`config.mk`:
```
export PLATFORM = sky130hd
export DESIGN_NAME = packed_bit_vector_insert_erase_core_flat
export DESIGN_NICKNAME = d
export VERILOG_FILES = /design/src/design/pbv_pkg.sv /design/src/design/pbv_if.sv /design/src/design/pbv_datapath.sv /design/src/design/pbv_ctrl.sv /design/src/design/packed_bit_vector_insert_erase_core.sv /design/src/flat_wrapper.sv
export SDC_FILE = /design/constraint.sdc
export NUM_CORES = 2
export LEC_CHECK = 0
export ABC_AREA = 1
export BUFFER_PORTS_ARGS = -buffer_cell sky130_fd_sc_hd__buf_2
export CAP_MARGIN = 20
export CORE_MARGIN = 5
export CORE_UTILIZATION = 47
export DETAILED_ROUTE_END_ITERATION = 8
export GPL_TIMING_DRIVEN = 0
export SYNTH_ARGS = -nofsm -noshare
export SYNTH_HDL_FRONTEND = slang
export SYNTH_SLANG_ARGS = --single-unit
```
`constraint.sdc`:
```
create_clock -name clock -period 60.2 [get_ports clock]
set_input_delay 6.02 -clock clock [delete_from_list [all_inputs] [get_ports clock]]
set_output_delay 6.02 -clock clock [all_outputs]
set_load 0.01 [all_outputs]
```
`src/design/pbv_pkg.sv`:
```
// Package for the packed bit vector block: field widths, operation and status
// codes, controller states and the command/status structs.
// No dependencies.
package pbv_pkg;

   localparam int OP_W  = 3;
   localparam int POS_W = 11;
   localparam int LEN_W = 11;
   localparam int ST_W  = 2;

   typedef enum logic [OP_W-1:0] {
      OP_APPEND      = 3'd0,
      OP_READ        = 3'd1,
      OP_WRITE       = 3'd2,
      OP_INSERT      = 3'd3,
      OP_ERASE_ONE   = 3'd4,
      OP_ERASE_RANGE = 3'd5
   } pbv_op_type;

   typedef enum logic [ST_W-1:0] {
      ST_OK      = 2'd0,
      ST_INVALID = 2'd1,
      ST_FULL    = 2'd2
   } pbv_status_type;

   // what the decoded request still needs after its first step
   typedef enum logic [1:0] {
      PLAN_NONE,
      PLAN_READ,
      PLAN_SHIFT
   } pbv_plan_type;

   typedef enum logic [2:0] {
      S_IDLE,
      S_EXEC,
      S_RDWAIT,
      S_SHIFT,
      S_DRAIN,
      S_FINISH,
      S_DONE
   } pbv_state_type;

   typedef struct packed {
      logic load;
      logic exec;
      logic rd_cap;
      logic shift;
      logic finish;
      logic rsp_load;
   } pbv_cmd_type;

   typedef struct packed {
      pbv_plan_type plan;
      logic         last_move;
      logic         rsp_busy;
   } pbv_sts_type;

endpackage

```
`src/design/pbv_if.sv`:
```
// Valid/ready channel interfaces for requests and results.
// Depends on pbv_pkg for the field widths.
interface pbv_req_if import pbv_pkg::*; ();
   logic             valid;
   logic             ready;
   logic [OP_W-1:0]  operation;
   logic [POS_W-1:0] position;
   logic [POS_W-1:0] range_end;
   logic             bit_value;

   modport source (output valid, operation, position, range_end, bit_value, input ready);
   modport sink   (input valid, operation, position, range_end, bit_value, output ready);
endinterface

interface pbv_rsp_if import pbv_pkg::*; ();
   logic             valid;
   logic             ready;
   logic             read_bit;
   logic [LEN_W-1:0] length;
   logic [ST_W-1:0]  status;

   modport source (output valid, read_bit, length, status, input ready);
   modport sink   (input valid, read_bit, length, status, output ready);
endinterface

```
`src/design/pbv_datapath.sv`:
```
// Datapath: operand registers, length register, bit memory with registered
// read, shift address counters and the result register. Depends on pbv_pkg.
module pbv_datapath import pbv_pkg::*; #(
   parameter int CAPACITY = 1024
) (
   input  logic             clock,
   input  logic             reset,
   input  pbv_cmd_type      cmd,
   output pbv_sts_type      sts,
   input  logic [OP_W-1:0]  in_operation,
   input  logic [POS_W-1:0] in_position,
   input  logic [POS_W-1:0] in_range_end,
   input  logic             in_bit_value,
   output logic             out_valid,
   input  logic             out_ready,
   output logic             out_read_bit,
   output logic [LEN_W-1:0] out_length,
   output logic [ST_W-1:0]  out_status
);

   localparam int CNT_W = $clog2(CAPACITY + 1);
   localparam int AW    = $clog2(CAPACITY);
   localparam int W     = (CNT_W > POS_W) ? CNT_W : POS_W;

   logic                mem [CAPACITY];
   logic                rdata_ff;

   logic [OP_W-1:0]     op_ff;
   logic [W-1:0]        pos_ff, end_ff;
   logic                val_ff;
   logic [CNT_W-1:0]    count_ff, count_in;
   pbv_status_type      st_ff, st_in;
   logic                rbit_ff, rbit_in;
   logic [AW-1:0]       src_ff, src_in, dst_ff, dst_in, stop_ff, stop_in;
   logic                up_ff, up_in;
   logic [CNT_W-1:0]    gap_ff, gap_in;
   logic                pend_ff;
   logic [AW-1:0]       pend_dst_ff;
   logic                rsp_valid_ff, rsp_valid_in;
   logic                rsp_bit_ff;
   logic [LEN_W-1:0]    rsp_len_ff;
   pbv_status_type      rsp_st_ff;

   logic [W-1:0]        cnt_w, cap_w, erase_end, gap_w;
   pbv_plan_type        plan;
   logic                exec_we;
   logic [AW-1:0]       exec_addr;
   logic                we, wdata;
   logic [AW-1:0]       waddr, raddr;

   assign cnt_w     = W'(count_ff);
   assign cap_w     = W'(CAPACITY);
   assign erase_end = (op_ff == OP_ERASE_ONE) ? pos_ff + W'(1) : end_ff;
   assign gap_w     = erase_end - pos_ff;

   // decode of the held request against the current length
   always_comb begin
      plan      = PLAN_NONE;
      st_in     = st_ff;
      rbit_in   = rbit_ff;
      count_in  = count_ff;
      src_in    = src_ff;
      dst_in    = dst_ff;
      stop_in   = stop_ff;
      up_in     = up_ff;
      gap_in    = gap_ff;
      exec_we   = 1'b0;
      exec_addr = pos_ff[AW-1:0];
      if (cmd.exec) begin
         st_in   = ST_OK;
         rbit_in = 1'b0;
         case (op_ff)
            OP_APPEND: begin
               if (cnt_w == cap_w) begin
                  st_in = ST_FULL;
               end else begin
                  exec_we   = 1'b1;
                  exec_addr = count_ff[AW-1:0];
                  count_in  = count_ff + CNT_W'(1);
               end
            end
            OP_READ: begin
               if (pos_ff >= cnt_w) st_in = ST_INVALID;
               else plan = PLAN_READ;
            end
            OP_WRITE: begin
               if (pos_ff >= cnt_w) st_in = ST_INVALID;
               else exec_we = 1'b1;
            end
            OP_INSERT: begin
               if (pos_ff > cnt_w) begin
                  st_in = ST_INVALID;
               end else if (cnt_w == cap_w) begin
                  st_in = ST_FULL;
               end else if (pos_ff == cnt_w) begin
                  exec_we  = 1'b1;
                  count_in = count_ff + CNT_W'(1);
               end else begin
                  plan    = PLAN_SHIFT;
                  up_in   = 1'b1;
                  src_in  = count_ff[AW-1:0] - AW'(1);
                  dst_in  = count_ff[AW-1:0];
                  stop_in = pos_ff[AW-1:0];
               end
            end
            OP_ERASE_ONE, OP_ERASE_RANGE: begin
               if ((op_ff == OP_ERASE_ONE && pos_ff >= cnt_w) ||
                   (op_ff == OP_ERASE_RANGE && (pos_ff > end_ff || end_ff > cnt_w))) begin
                  st_in = ST_INVALID;
               end else if (erase_end == cnt_w || gap_w == '0) begin
                  // tail erase or empty range: nothing to move
                  count_in = count_ff - gap_w[CNT_W-1:0];
               end else begin
                  plan    = PLAN_SHIFT;
                  up_in   = 1'b0;
                  gap_in  = gap_w[CNT_W-1:0];
                  src_in  = erase_end[AW-1:0];
                  dst_in  = pos_ff[AW-1:0];
                  stop_in = count_ff[AW-1:0] - AW'(1);
               end
            end
            default: st_in = ST_INVALID;
         endcase
      end
      if (cmd.shift) begin
         src_in = up_ff ? src_ff - AW'(1) : src_ff + AW'(1);
         dst_in = up_ff ? dst_ff - AW'(1) : dst_ff + AW'(1);
      end
      if (cmd.finish) begin
         count_in = up_ff ? count_ff + CNT_W'(1) : count_ff - gap_ff;
      end
      if (cmd.rd_cap) begin
         rbit_in = rdata_ff;
      end
   end

   // one bit moves per cycle: read at src, write the returned bit in the next cycle
   assign we    = pend_ff | exec_we | (cmd.finish & up_ff);
   assign waddr = pend_ff ? pend_dst_ff : (cmd.finish ? pos_ff[AW-1:0] : exec_addr);
   assign wdata = pend_ff ? rdata_ff : val_ff;
   assign raddr = cmd.shift ? src_ff : pos_ff[AW-1:0];

   always_ff @(posedge clock) begin
      if (we) mem[waddr] <= wdata;
      rdata_ff <= mem[raddr];
   end

   always_comb begin
      rsp_valid_in = rsp_valid_ff;
      if (out_ready) rsp_valid_in = 1'b0;
      if (cmd.rsp_load) rsp_valid_in = 1'b1;
   end

   always_ff @(posedge clock) begin
      if (reset) begin
         count_ff     <= '0;
         pend_ff      <= 1'b0;
         rsp_valid_ff <= 1'b0;
      end else begin
         count_ff     <= count_in;
         pend_ff      <= cmd.shift;
         rsp_valid_ff <= rsp_valid_in;
      end
   end

   always_ff @(posedge clock) begin
      if (cmd.load) begin
         op_ff  <= in_operation;
         pos_ff <= W'(in_position);
         end_ff <= W'(in_range_end);
         val_ff <= in_bit_value;
      end
      st_ff       <= st_in;
      rbit_ff     <= rbit_in;
      src_ff      <= src_in;
      dst_ff      <= dst_in;
      stop_ff     <= stop_in;
      up_ff       <= up_in;
      gap_ff      <= gap_in;
      pend_dst_ff <= dst_ff;
      if (cmd.rsp_load) begin
         rsp_bit_ff <= rbit_ff;
         rsp_len_ff <= LEN_W'(count_ff);
         rsp_st_ff  <= st_ff;
      end
   end

   assign sts.plan      = plan;
   assign sts.last_move = (src_ff == stop_ff);
   assign sts.rsp_busy  = rsp_valid_ff & ~out_ready;

   assign out_valid    = rsp_valid_ff;
   assign out_read_bit = rsp_bit_ff;
   assign out_length   = rsp_len_ff;
   assign out_status   = rsp_st_ff;

endmodule

```
`src/design/pbv_ctrl.sv`:
```
// Controller state machine: sequences accept, decode, read, bit moves and
// result load. Depends on pbv_pkg.
module pbv_ctrl import pbv_pkg::*; (
   input  logic        clock,
   input  logic        reset,
   input  logic        req_valid,
   output logic        req_ready,
   input  pbv_sts_type sts,
   output pbv_cmd_type cmd
);

   pbv_state_type state_ff, state_in;

   always_ff @(posedge clock) begin
      if (reset) state_ff <= S_IDLE;
      else state_ff <= state_in;
   end

   always_comb begin
      state_in  = state_ff;
      cmd       = '0;
      req_ready = 1'b0;
      case (state_ff)
         S_IDLE: begin
            req_ready = 1'b1;
            if (req_valid) begin
               cmd.load = 1'b1;
               state_in = S_EXEC;
            end
         end
         S_EXEC: begin
            cmd.exec = 1'b1;
            case (sts.plan)
               PLAN_READ:  state_in = S_RDWAIT;
               PLAN_SHIFT: state_in = S_SHIFT;
               default:    state_in = S_DONE;
            endcase
         end
         S_RDWAIT: begin
            cmd.rd_cap = 1'b1;
            state_in   = S_DONE;
         end
         S_SHIFT: begin
            cmd.shift = 1'b1;
            if (sts.last_move) state_in = S_DRAIN;
         end
         S_DRAIN: state_in = S_FINISH;  // last moved bit lands here
         S_FINISH: begin
            cmd.finish = 1'b1;
            state_in   = S_DONE;
         end
         S_DONE: begin
            if (!sts.rsp_busy) begin
               cmd.rsp_load = 1'b1;
               state_in     = S_IDLE;
            end
         end
         default: state_in = S_IDLE;
      endcase
   end

endmodule

```
`src/design/packed_bit_vector_insert_erase_core.sv`:
```
// Packed bit vector with append, read, write, insert and erase: a one-bit-wide
// memory of CAPACITY entries and a length register, with one result per
// request. Append, write, any rejected request and any insert or erase that
// moves no bits finish at decode; a read adds a capture of the registered
// memory read. Other inserts and erases move one bit per cycle through the
// memory's read and write ports (read, then write in the next cycle), then write
// any inserted bit and update the length. One request is worked at a time; a
// finished result sits in the output register while the next request is
// taken. The memory has no reset: only written positions are ever read back.
module packed_bit_vector_insert_erase_core import pbv_pkg::*; #(
   parameter int CAPACITY = 1024
) (
   input logic         clock,
   input logic         reset,
   pbv_req_if.sink     req_ch,
   pbv_rsp_if.source   rsp_ch
);

   pbv_cmd_type cmd;
   pbv_sts_type sts;

   pbv_ctrl u_ctrl (
      .clock     (clock),
      .reset     (reset),
      .req_valid (req_ch.valid),
      .req_ready (req_ch.ready),
      .sts       (sts),
      .cmd       (cmd)
   );

   pbv_datapath #(.CAPACITY(CAPACITY)) u_datapath (
      .clock        (clock),
      .reset        (reset),
      .cmd          (cmd),
      .sts          (sts),
      .in_operation (req_ch.operation),
      .in_position  (req_ch.position),
      .in_range_end (req_ch.range_end),
      .in_bit_value (req_ch.bit_value),
      .out_valid    (rsp_ch.valid),
      .out_ready    (rsp_ch.ready),
      .out_read_bit (rsp_ch.read_bit),
      .out_length   (rsp_ch.length),
      .out_status   (rsp_ch.status)
   );

   // a full report can only come from a vector holding every bit
   a_full_len: assert property (@(posedge clock) disable iff (reset)
      rsp_ch.valid && rsp_ch.status == ST_FULL |-> rsp_ch.length == LEN_W'(CAPACITY))
      else $error("full status with length below capacity");

   a_read_ok: assert property (@(posedge clock) disable iff (reset)
      rsp_ch.valid && rsp_ch.read_bit |-> rsp_ch.status == ST_OK)
      else $error("read bit set on a failed request");

   // one request in work at a time
   a_one_req: assert property (@(posedge clock) disable iff (reset)
      req_ch.valid && req_ch.ready |=> !req_ch.ready)
      else $error("request taken while another is in work");

endmodule

```
`src/flat_wrapper.sv`:
```
// flat-port wrapper written by rule: the top's interface ports become plain ports
module packed_bit_vector_insert_erase_core_flat import pbv_pkg::*;
#(
   parameter int CAPACITY = 1024
)
  (clock, reset, req_ch_valid, req_ch_operation, req_ch_position, req_ch_range_end, req_ch_bit_value, req_ch_ready, rsp_ch_valid, rsp_ch_read_bit, rsp_ch_length, rsp_ch_status, rsp_ch_ready);
  pbv_req_if req_ch_i ();
  pbv_rsp_if rsp_ch_i ();
  input logic clock;
  input logic reset;
  input wire logic [$bits(req_ch_i.valid)-1:0] req_ch_valid;
  input wire logic [$bits(req_ch_i.operation)-1:0] req_ch_operation;
  input wire logic [$bits(req_ch_i.position)-1:0] req_ch_position;
  input wire logic [$bits(req_ch_i.range_end)-1:0] req_ch_range_end;
  input wire logic [$bits(req_ch_i.bit_value)-1:0] req_ch_bit_value;
  output wire logic [$bits(req_ch_i.ready)-1:0] req_ch_ready;
  output wire logic [$bits(rsp_ch_i.valid)-1:0] rsp_ch_valid;
  output wire logic [$bits(rsp_ch_i.read_bit)-1:0] rsp_ch_read_bit;
  output wire logic [$bits(rsp_ch_i.length)-1:0] rsp_ch_length;
  output wire logic [$bits(rsp_ch_i.status)-1:0] rsp_ch_status;
  input wire logic [$bits(rsp_ch_i.ready)-1:0] rsp_ch_ready;
  assign req_ch_i.valid = req_ch_valid;
  assign req_ch_i.operation = req_ch_operation;
  assign req_ch_i.position = req_ch_position;
  assign req_ch_i.range_end = req_ch_range_end;
  assign req_ch_i.bit_value = req_ch_bit_value;
  assign req_ch_ready = req_ch_i.ready;
  assign rsp_ch_valid = rsp_ch_i.valid;
  assign rsp_ch_read_bit = rsp_ch_i.read_bit;
  assign rsp_ch_length = rsp_ch_i.length;
  assign rsp_ch_status = rsp_ch_i.status;
  assign rsp_ch_i.ready = rsp_ch_ready;
  packed_bit_vector_insert_erase_core #(.CAPACITY(CAPACITY)) u_core (.clock(clock), .reset(reset), .req_ch(req_ch_i), .rsp_ch(rsp_ch_i));
endmodule
```
==> out/summary.txt <==
Hold Vio Cnt, Final -> 0
Initial antenna violation count -> 7
Fin crit share -> 12.8%
Commonest non-fill, non-tap cell in the layout -> nand2_1
Die Span Y -> 359 microns
Reg power frac -> 34.0%
Clock sink count -> 1136
Clock period minus worst slack -> 7.69 ns
Avg Inst Size Synth -> 9.13 sq um
Crit path required time -> 54.18 ns
Slowest stage delay, CP -> 0.43 ns
H-tree Lvls -> 3
Post-Syn Area -> 57200 sq um
Pre-CTS setup slack -> 52.84 ns
TritonCTS buffer count -> 120
Post-CTS Setup Inserts -> 0
Unrepaired setup endpoints after global routing -> no
Worst Path Buf+Inv -> 3
GRT overflow -> 0
Fin nets -> 6604
Residual DRC -> 0
Die X -> 359 microns
Via count -> 49500
Pwr dens -> 44.7 nW/um^2
Sw Ratio -> 42.2%
DR pass1 iterations -> 8
Crit path cell chain -> inv_2 > nand2_1 > inv_1 > buf_2
Critical R2R Capture -> u_core.u_datapath.gap_ff[2]$_DFFE_PP_
Core Region -> 121000 sq um
EDFF count, synth -> 1109
Max FO, Critical Path -> 10
Fmax -> 130 MHz
Crit Reg-Reg Startpoint -> u_core.u_datapath.pos_ff[1]$_DFFE_PP_
Clock latency on the worst-skew pair -> 0.76 ns
Antenna-violating nets left -> 0
Run status -> finished clean
Wire per inst -> 29.6 microns
Routed wire length -> 243 mm
Prevailing post-synth register cell -> edfxtp_1
Post-Syn Nets -> 6389
Distinct cell type count after synthesis -> 57
Final Setup Violations -> 0
P_sw -> 1210 uW
Ys async rst share -> 0%
Synth-to-Final Area Change -> 12.3%
Logic gate share of total power -> 39.7%
Max-cap viol count -> 0
Yosys Warn Count -> 0
CP arrival -> 1.67 ns
Share of layout cells above drive strength 1 -> 9.74%
Reg clk slew, reported paths -> 0.06 ns
Starting DRT DRC Count -> 8488
HP Class -> reg -> reg
CTS root buf -> clkbuf_16
Worst-Margin Slew -> 1.37 ns
Post-synthesis sequential area ratio -> 59.1%
Reg2reg path depth -> 17
Hold EP -> u_core.u_datapath.pend_dst_ff[6]$_DFF_P_
Worst hold path cell count -> 0
PostCTS Resize Cnt -> 0
FF-to-FF setup slack -> 54.97 ns
# rows -> 128
Syn Inst Count -> 6271
First-pass GRT wire length -> 332 mm
Starting density of the core -> 47.1%
Max Slew Vio Count -> 0
Hold Buf Count CTS -> 0
Ports -> 46
CP max-delay cell -> dfxtp_1
RePlAce Congestion -> 0.994
Vias in the first global route -> 44800
Setup TNS -> 0 ns
DP HPWL -> 165 mm
Crit-path leading delay family -> flip-flops
Final worst slack -> 52.51 ns
Worst Setup Path Type -> reg -> out
HP Start -> u_core.u_datapath.dst_ff[6]$_DFFE_PP_
Flops & latches, synth -> 1136
Clk buf depth -> 3
Slew margin rel. -> 8.50%
Clock power share -> 26.3%
Largest net degree at the start of global routing -> 48
Most frequent cells in the layout -> nand2_1, nor2_1, edfxtp_1
Internal power -> 1660 uW
PortBufs -> 45
Pleak -> 0.0246 uW
Final Skew -> 0.0299 ns
Setup crit end kind -> output port
Total global routing track utilization -> 36.2%
Pwr Total -> 2880 uW
Drt via density -> 6.02
Max VDD drop -> 0.0000325 V
CTS tree -> built
Die outline area -> 129000 sq um
CP Launch Type -> flop
-- flip-flops by register name (all words and copies together), names as in the netlist --
register and cells:
u_core.u_datapath.pos_ff 11, u_core.u_datapath.end_ff 11, u_core.u_datapath.out_length 11, u_core.u_datapath.dst_ff 10, u_core.u_datapath.st_ff 2, u_core.u_datapath.cnt_w 11, u_core.u_datapath.out_status 2, u_core.u_datapath.rdata_ff 1
u_core.u_datapath.val_ff 1, u_core.u_datapath.op_ff 3, u_core.u_datapath.pend_ff 1, u_core.u_datapath.out_read_bit 1, u_core.u_datapath.src_ff 10, u_core.u_datapath.rbit_ff 1, u_core.u_datapath.gap_ff 11, u_core.u_datapath.out_valid 1
u_core.u_ctrl.state_ff 3, u_core.u_datapath.pend_dst_ff 10, u_core.u_datapath.up_ff 1, u_core.u_datapath.stop_ff 10, u_core.u_datapath.mem 1024
-- Yosys cell counts (7+ instances only) --
| cell type | count | area, sq um |
|---|---|---|
| xor2_1 | 37 | 324 |
| nor2_2 | 14 | 87.6 |
| inv_1 | 657 | 2470 |
| o21ai_0 | 92 | 460 |
| clkbuf_1 | 142 | 533 |
| inv_2 | 19 | 71.3 |
| nand3b_1 | 13 | 97.6 |
| nand2_4 | 11 | 124 |
| buf_1 | 21 | 78.8 |
| buf_6 | 21 | 236 |
| nor3_1 | 19 | 95.1 |
| nand2_1 | 1410 | 5290 |
| buf_2 | 255 | 1280 |
| dfxtp_1 | 27 | 541 |
| nand3_1 | 850 | 4250 |
| or2_2 | 7 | 43.8 |
| o21ai_2 | 12 | 105 |
| nand4_1 | 12 | 75.1 |
| a21oi_1 | 75 | 375 |
| o21ai_1 | 8 | 40.0 |
| o22ai_1 | 10 | 62.6 |
| ha_1 | 83 | 1040 |
| edfxtp_1 | 1109 | 33300 |
| nand2_2 | 7 | 43.8 |
| o211ai_1 | 151 | 1130 |
| nor2_4 | 9 | 101 |
| nor2_1 | 1120 | 4200 |
| xnor2_1 | 10 | 87.6 |
-- logic make-up (layout without fill, tap and decap cells) --
group | count (synthesis) | after routing | share of synthesized area [%]
fa+ha+maj | 88 | 88 | 1.99
buf+inv | 1128 | 1449 | 8.29
xor+xnor | 47 | 47 | 0.719
simple gates | 3488 | 3488 | 25.5
compound gates | 384 | 384 | 4.37
other cells | 0 | 10 | 0
flops | 1136 | 1136 | 59.1
-- per-stage QoR --
| stage | std cells | instance area (sq um) | util [%] | hold slack (ns) |
|---|---|---|---|---|
| 6_report | 8227 | 64300 | 53.0 | 0.376 |
| 2_1_floorplan | 6271 | 57200 | - | 0.355 |
| 3_3_place_gp | 7941 | 59500 | 49.0 | 0.369 |
| 3_5_place_dp | 7986 | 60400 | 49.7 | 0.363 |
| 5_1_grt | 8217 | 64300 | 52.9 | 0.397 |
| 4_1_cts | 8214 | 64200 | 52.9 | 0.376 |
-- worst max path at each step --
stage,startpoint,to,cells past startpoint
floorplan,u_core.u_datapath.pend_ff$_SDFF_PP0_,u_core.u_datapath.mem[0]$_DFFE_PP_,3
CTS,u_core.u_ctrl.state_ff[2]$_SDFFE_PP0P_,req_ch_ready,4
global placement,u_core.u_datapath.pend_ff$_SDFF_PP0_,u_core.u_datapath.mem[525]$_DFFE_PP_,3
detailed placement,reset,u_core.u_ctrl.state_ff[1]$_SDFFE_PP0P_,5
finish,u_core.u_ctrl.state_ff[2]$_SDFFE_PP0P_,req_ch_ready,4
global route,u_core.u_ctrl.state_ff[1]$_SDFFE_PP0P_,req_ch_ready,5
-- power groups by stage --
| stage | Clock [uW] | Sequential [uW] | Combinational [uW] |
|---|---|---|---|
| final | 755 | 978 | 1140 |
| after global routing | 783 | 980 | 1180 |
| after CTS | 750 | 978 | 1080 |
| after detailed placement | 0 | 994 | 1080 |
| after global placement | 0 | 1340 | 1030 |
| after floorplan | 0 | 1180 | 609 |
-- layout make-up --
| type | instances | area (sq um) |
|---|---|---|
| multi-input cells | 4007 | 18700 |
| well taps | 1625 | 2030 |
| clock inverters | 68 | 573 |
| fillers | 11400 | 57100 |
| repair buffers | 93 | 1100 |
| inverters | 683 | 2570 |
| diodes | 10 | 25.0 |
| flip-flops and latches | 1136 | 33800 |
| plain buffers | 445 | 2170 |
| clock buffers | 160 | 3300 |
-- routing by layer --
layer	track usage, %	share of wire [%]
met3	10.6	14
met5	0	0
met1	46.7	36
met4	23.3	7.8
met2	53.7	42
Power figures use the tool's default switching activity.
